### src/sv/tgar_pkg.sv
package tgar_pkg;

  // Widths of the fields of one transaction.
  localparam int NODE_W  = 12;
  localparam int DELAY_W = 31;
  localparam int TIME_W  = 32;

  // Item kinds.
  localparam logic [1:0] CMD_INIT = 2'd0;
  localparam logic [1:0] CMD_FWD  = 2'd1;
  localparam logic [1:0] CMD_BWD  = 2'd2;
  localparam logic [1:0] CMD_READ = 2'd3;

  // Saturation limits of a time in picoseconds.
  localparam logic signed [TIME_W-1:0] TIME_MAX = 32'sh7FFF_FFFF;
  localparam logic signed [TIME_W-1:0] TIME_MIN = 32'sh8000_0000;

  // One stored time: the valid bit stands for "not yet defined".
  typedef struct packed {
    logic                     valid;
    logic signed [TIME_W-1:0] value;
  } time_t;

  localparam time_t TIME_NONE = '{valid: 1'b0, value: '0};

  // Item controls handed to the relaxation unit.
  typedef struct packed {
    logic [1:0]         cmd;
    logic               other_ok;
    logic [DELAY_W-1:0] delay;
    logic               is_pi;
    logic               is_po;
    logic               first;
  } relax_ctl_t;

  // Updated times of the addressed node.
  typedef struct packed {
    time_t arr;
    time_t req;
  } relax_res_t;

endpackage

### src/sv/tgar_relax.sv
module tgar_relax
  import tgar_pkg::*;
(
  input  relax_ctl_t         ctl,
  input  logic [DELAY_W-1:0] clock_period,
  input  time_t              arr_cur,
  input  time_t              arr_oth,
  input  time_t              req_cur,
  input  time_t              req_oth,
  output relax_res_t         res
);

  time_t             src;
  time_t             snk;
  logic [TIME_W:0]   sum_ext;
  logic [TIME_W:0]   diff_ext;
  time_t             sum;
  time_t             diff;

  // An operand beyond the node range reads as undefined.
  assign src = ctl.other_ok ? arr_oth : TIME_NONE;
  assign snk = ctl.other_ok ? req_oth : TIME_NONE;

  // Source arrival plus delay, saturated at the largest time.
  assign sum_ext = {src.value[TIME_W-1], src.value} + {2'b00, ctl.delay};
  always_comb begin
    sum.valid = src.valid;
    if (!src.valid) begin
      sum.value = '0;
    end else if (sum_ext[TIME_W:TIME_W-1] == 2'b01) begin
      sum.value = TIME_MAX;
    end else begin
      sum.value = sum_ext[TIME_W-1:0];
    end
  end

  // Sink required minus delay, saturated at the smallest time.
  assign diff_ext = {snk.value[TIME_W-1], snk.value} - {2'b00, ctl.delay};
  always_comb begin
    diff.valid = snk.valid;
    if (!snk.valid) begin
      diff.value = '0;
    end else if (diff_ext[TIME_W:TIME_W-1] == 2'b10) begin
      diff.value = TIME_MIN;
    end else begin
      diff.value = diff_ext[TIME_W-1:0];
    end
  end

  // New times of the node for each item kind.
  always_comb begin
    res.arr = arr_cur;
    res.req = req_cur;
    case (ctl.cmd)
      CMD_INIT: begin
        res.arr.valid = ctl.is_pi;
        res.arr.value = '0;
        res.req.valid = ctl.is_po;
        res.req.value = ctl.is_po ? {1'b0, clock_period} : '0;
      end
      CMD_FWD: begin
        if (ctl.first || !arr_cur.valid) begin
          res.arr = sum;
        end else if (!sum.valid) begin
          res.arr = TIME_NONE;
        end else if (sum.value > arr_cur.value) begin
          res.arr = sum;
        end
      end
      CMD_BWD: begin
        if (!req_cur.valid) begin
          res.req = diff;
        end else if (!diff.valid) begin
          res.req = TIME_NONE;
        end else if (diff.value < req_cur.value) begin
          res.req = diff;
        end
      end
      default: begin
        res.arr = arr_cur;
        res.req = req_cur;
      end
    endcase
  end

endmodule

### config.mk
export PLATFORM = sky130hd
export DESIGN_NAME = tgar_relax
export DESIGN_NICKNAME = d
export VERILOG_FILES = /design/src/sv/tgar_pkg.sv /design/src/sv/tgar_relax.sv
export SDC_FILE = /design/constraint.sdc
export NUM_CORES = 1
export LEC_CHECK = 0
export BUFFER_PORTS_ARGS = -buffer_cell sky130_fd_sc_hd__buf_2
export CORE_ASPECT_RATIO = 1.2
export CORE_MARGIN = 2
export CORE_UTILIZATION = 50
export DETAILED_ROUTE_END_ITERATION = 6
export PLACE_DENSITY = 0.81
export SETUP_SLACK_MARGIN = 0.4
export SYNTH_ARGS = -nofsm -noshare
export SYNTH_HDL_FRONTEND = slang
export SYNTH_SLANG_ARGS = --single-unit
### constraint.sdc
create_clock -name vclk -period 10.24
set_input_delay 2.048 -clock vclk [all_inputs]
set_output_delay 2.048 -clock vclk [all_outputs]
set_load 0.005 [all_outputs]
==> impl_results.md, run 1 <==
* Outcome: finished clean
* Synth Area in XOR/XNOR at 6.04%
* Post-Syn Instances at 1,088
* Total Nets Final at 1,660
* Number of fill cells in the layout at 1,359
* Row cnt at 48
* Residual DRC at 0
* Largest net degree at the start of global routing at 64
* Vias in the first global route at 8,363
* Vias at 9,017
* Initial drt markers at 533
* Cells after DPL at 1,501
* Fmax at 104 MHz
* I/O pins at 266
* RSZ-0062 raised after global routing: false
* Via-to-Cell Ratio at 5.98
* Final cell count without fillers at 1,509
* DR WL/cell at 16.6 um
* Synth Area per Inst at 6.64 um2
* Initial antenna violation count at 6
* Layout cells sized above 1 at 25.8%
* Sequential cell area fraction in the yosys report at 0%
* Endpoints failing setup at 0
* Core box area at 0.0142 mm2
* Slew margin rel. at 37.8%
* Synth Area in Simple Gates at 25.0%
* Initial Util at 50.8%
* Worst Tran Pin Value at 0.932 ns
* Fin Setup TNS at 0 ns
* Max VDD drop at 0.0287 mV
* Crit start category: input pin
* Syn_nets at 1,415
* Initial DRT Pass Iterations at 5
* Hold Fails Final Rpt at 0
* Clock buf count at 0
* Die ar. at 0.0154 mm2
* Syn-to-layout area delta at 23.6%
* Die Span X at 114 um
* Worst slack, placed at 0.215 ns
* Die H at 136 um
* Final Max Tran Viols at 0
* Leak at 4.78 nW
* Mux cell area share after synthesis at 0.554%
* Max cap viols at 0
* Reg area at 0 um2
* Multi-input logic area at 0.00670 mm2
* Buffers on Ports at 266
* Final Routed Wirelength at 25.0 mm
* Compound-gate portion of the synthesized area at 37.1%
* FFs & Latches at 0
* Worst hold path class: input pin to output port
* Post-Synth Adder-Cell Area at 22.2%
* Worst Setup End Kind: output port
* Post-Route Utilization at 62.7%
* GRT overflow at 0
* YS warnings at 0
* Largest family of logic cells by synthesized area: compound AO/OA/AOI/OAI gates
* DP HPWL at 21.1 mm
* Routability cong. at 0.973
* Min Clock Period, post-route at 9.61 ns
* Final Cycle Share at 93.9%
* Mapped Area at 0.00723 mm2
* Pwr/cell area at 53.9 mW/mm2
* Post-synth cell types at 75
* ANT nets after route at 0
* Setup ws final at 0.629 ns
* Cts hold-fix bufs at 0
* First-pass GRT wire length at 38.6 mm
* Total track usage at 30.0%
* CP max FO at 27
* Critical Path AT at 7.56 ns
* Kind of critical path: input pin to output port
* Worst endpoint required time at 8.19 ns
[worst max-delay path, cell delays in order]
cell and delay (ns):
buf_6 0.17, nand2_1 0.08, ha_1 0.20, inv_1 0.07, fa_1 0.24, a211oi_2 0.10, a2bb2oi_2 0.18, a21o_1 0.19
and3_4 0.18, o31a_2 0.39, o21ai_2 0.24, o21ai_4 0.14, buf_12 0.15, a211oi_2 0.26, ha_1 0.31, a21oi_1 0.15
a21oi_1 0.08, or4_1 0.53, o22ai_1 0.17, a21o_1 0.15, o211ai_2 0.12, xor2_2 0.28, nand2_2 0.17, o32a_1 0.42
o31ai_1 0.34, buf_2 0.19
[kinds of logic (layout without fill, tap and decap cells)]
kind of cell | count (synthesis) | in the layout
buffers and inverters | 167 | 409
adders and majority gates | 127 | 127
muxes | 4 | 4
other | 0 | 3
xor gates and xnor gates | 49 | 49
and+or+nand+nor | 349 | 350
AOI/OAI and AO/OA | 392 | 392
[synth_stat cells (4+ instances only)]
master	count	area, um2
ha_1	125	1560
clkbuf_1	33	124
inv_1	122	458
mux2i_1	4	40.0
a221oi_1	26	228
o21a_1	16	120
a22o_1	8	70.1
o31a_1	4	35.0
xnor2_1	25	219
nand2_1	80	300
nand3_1	19	95.1
a211o_1	7	61.3
nand4_1	15	93.8
and3_1	8	50.1
o2bb2ai_1	6	52.6
a2bb2oi_1	13	114
and2_1	75	469
o31ai_1	5	37.5
nor2_1	67	251
nor2b_1	11	68.8
or2_2	9	56.3
o21bai_1	9	67.6
a221o_1	6	60.1
nor3_1	23	115
o221ai_1	4	35.0
and4_1	5	43.8
a22oi_1	4	30.0
a21o_1	33	248
buf_2	9	45.0
a31oi_1	13	81.3
o21ai_0	55	275
a21oi_1	122	611
o2111ai_1	4	35.0
nand2b_1	12	75.1
xor2_1	23	201
o211ai_1	7	52.6
nor4_1	6	37.5
or4_1	4	30.0
a211oi_1	8	60.1
[metrics by stage]
stage,area (um2),total power [mW],hold slack [ns]
after detailed placement,8730,0.457,4.39
after CTS,8750,0.462,4.39
after global routing,8920,0.529,4.41
final,8930,0.481,4.39
after global placement,8730,0.454,4.39
after floorplan,7230,0.310,4.20
[placed cells by master (no fill, tap or decap), types with 6 or more instances in the layout]
master	synthesis	routed
a22o_1	8	8
inv_1	122	122
buf_2	9	265
nor2_1	67	65
and2_1	75	74
a221oi_1	26	23
or2_2	9	8
xnor2_1	25	25
a211o_1	7	7
a2bb2oi_1	13	12
and3_1	8	8
nand4_1	15	15
nand2_1	80	79
buf_4	1	16
nor3_1	23	21
xor2_1	23	23
a221o_1	6	6
o2bb2ai_1	6	6
a21o_1	33	33
a21oi_1	122	121
o211ai_1	7	7
a31oi_1	13	13
nand3_1	19	19
o21ai_0	55	53
nor2b_1	11	10
o21bai_1	9	9
ha_1	125	125
nand2b_1	12	12
o21a_1	16	16
[worst paths after layout]
kind   startpoint  endpoint  slack (ns)  depth (start not counted)
max       ctl[34]    res[5]        0.63                         26
min   arr_cur[30]   res[63]        4.39                          3
[layer usage]
| layer | global-route usage (%) | wire length, um |
|---|---|---|
| met1 | 35.7 | 10200 |
| met2 | 55.7 | 12200 |
| met3 | 3.62 | 1680 |
| met4 | 9.21 | 833 |
| met5 | 0 | 43 |
[power breakdown]
group	internal [mW]	switching, mW	leakage, nW
logic	0.212	0.270	4.78
clock network	0.0000000392	0	0.0000190
registers	0	0	0
[cell type report]
cell class / count / area share (%)
repair buffers: 287 / 17.3
multi-input cells: 922 / 75.0
diodes: 3 / 0.0841
inverters: 122 / 5.13
well taps: 175 / 2.45
[repair_timing]
action                     CTS  global route
resized for setup            5            27
setup endpoints to repair   35            64
gates cloned                 0             1
pin swaps                    0             8
setup buffers                0             4
No activity file was read; power rests on OpenSTA's default activity.
==> run 2, diff against run 1 <==
- CORE_ASPECT_RATIO: 1.2 -> default
==> run 2 against run 1 <==
Against the previous run:
- non-clock buffer count is 1 higher
- utilization is 1.4 points higher
- flip-flop and latch count is the same
- critical path depth shrank 1
- routed wire length is 3.6% higher
- die area is essentially flat
- power grew 2.0%
- global-route usage increased by 1.0 points
- hold slack gained 0.0026 ns
- largest power group unchanged
==> impl_results.md, run 2 (synthesized netlist as in run 1, its figures left out) <==
* Outcome: finished clean
* Die H at 124 um
* Final instance area at 0.00898 mm2
* I/O pins at 266
* Overall Power at 0.491 mW
* Fmax at 106 MHz
* Initial antenna violation count at 3
* Leak at 4.78 nW
* Reg area at 0 um2
* Initial Util at 51.7%
* Commonest non-fill, non-tap cell in the layout: buf_2
* Row cnt at 43
* Worst path depth at 25
* FFs & Latches at 0
* Crit start category: input pin
* Slew margin rel. at 34.8%
* Cell depth of the worst hold path at 3
* Fin Setup TNS at 0 ns
* Worst slack, placed at 0.258 ns
* First-pass GRT wire length at 41.1 mm
* Clock buf count at 0
* Met2 wire length at 12.1 mm
* M1 WL at 10.9 mm
* Vias in the first global route at 8,563
* Uppermost routed layer: met5
* Die Span X at 124 um
* ANT nets after route at 0
* Critical Path AT at 7.42 ns
* Kind of critical path: input pin to output port
* Setup ws final at 0.774 ns
* Crit path max-delay family: simple AND/OR/NAND/NOR gates
* Hold Fails Final Rpt at 0
* Min Clock Period, post-route at 9.47 ns
* Max VDD drop at 0.0280 mV
* WP buf/inv at 5
* Worst endpoint required time at 8.19 ns
* DP HPWL at 21.7 mm
* Final Routed Wirelength at 25.9 mm
* Crit path top cell by count: or4_1
* Residual DRC at 0
* Initial drt markers at 698
* DR WL/cell at 17.1 um
* Metal3 WL at 2.14 mm
* Initial DRT Pass Iterations at 6
* Cts hold-fix bufs at 0
* CP max stage cell: or4_1
* Core box area at 0.0140 mm2
* Worst Tran Pin Value at 0.976 ns
* Vias at 8,987
* Total track usage at 31.0%
* Max cap viols at 0
* Hold_sp: arr_cur[29]
* GRT overflow at 0
* Via-to-Cell Ratio at 5.94
* Worst Setup End Kind: output port
* Syn-to-layout area delta at 24.2%
* Commonest non-fill, non-tap cells in the layout: buf_2 (266), inv_1 (122), ha_1 (122), a21oi_1 (120), nand2_1 (79)
* Buffers on Ports at 266
* WHS at 4.39 ns
* Worst hold path class: input pin to output port
* Worst hold endpoint: res[62]
* CP max FO at 27
* Final Cycle Share at 92.4%
* Max incr delay on CP at 0.59 ns
* Pwr/cell area at 54.7 mW/mm2
* Total Nets Final at 1,660
* Post-DP Area at 0.00870 mm2
* Endpoints failing setup at 0
* Final Max Tran Viols at 0
* Largest net degree at the start of global routing at 64
* Die ar. at 0.0154 mm2
* Layout cells sized above 1 at 26.4%
* Routability cong. at 0.983
* RSZ-0062 raised after global routing: false
-- run 2: cell count changes in the layout (fill, tap and decap cells not counted), moves of 2 or more --
cell	delta
a221oi_1	-2
fa_1	-2
buf_12	-2
buf_6	+2
a21oi_4	+2
fa_2	+2
ha_2	+2
ha_1	-3
a221oi_2	+2
-- run 2: what timing repair did --
item                       CTS  global route
gates cloned                 0             1
resized for setup            4            44
pin swaps                    0            12
setup endpoints to repair   31            64
buffers inserted             0             7
-- run 2: how the worst max path moves through the flow --
stage / startpoint / endpoint / slack (ns)
final: ctl[34] / res[12] / 0.77
after floorplan: ctl[34] / res[41] / 0.78
after global placement: ctl[34] / res[48] / 0.39
after global routing: ctl[34] / res[40] / 0.42
after detailed placement: ctl[34] / res[37] / 0.26
after CTS: ctl[34] / res[0] / 0.38
-- run 2: layout make-up --
| class | instances | area, um2 |
|---|---|---|
| multi-input combinational | 921 | 6750 |
| timing repair buffer | 288 | 1540 |
| inverter | 122 | 458 |
| fill | 1333 | 5010 |
| tap | 180 | 225 |
| antenna | 2 | 5.00 |
-- run 2: where the power goes --
part	internal (mW)	switching [mW]
clock network	0.0000000261	0
registers	0	0
logic	0.212	0.279
total	0.212	0.279
-- run 2: stage by stage --
stage | instances | utilization (%)
6_report | 1513 | 64.2
5_1_grt | 1511 | 64.1
3_5_place_dp | 1503 | 62.2
4_1_cts | 1503 | 62.4
2_1_floorplan | 1088 | -
3_3_place_gp | 1503 | 62.2
-- run 2: per-layer routing --
| layer | up-vias | GRT usage [%] |
|---|---|---|
| met5 | - | 0 |
| met4 | 2 | 7.14 |
| met3 | 63 | 3.74 |
| met2 | 462 | 55.0 |
| met1 | 3985 | 39.9 |
| li1 | 4475 | - |
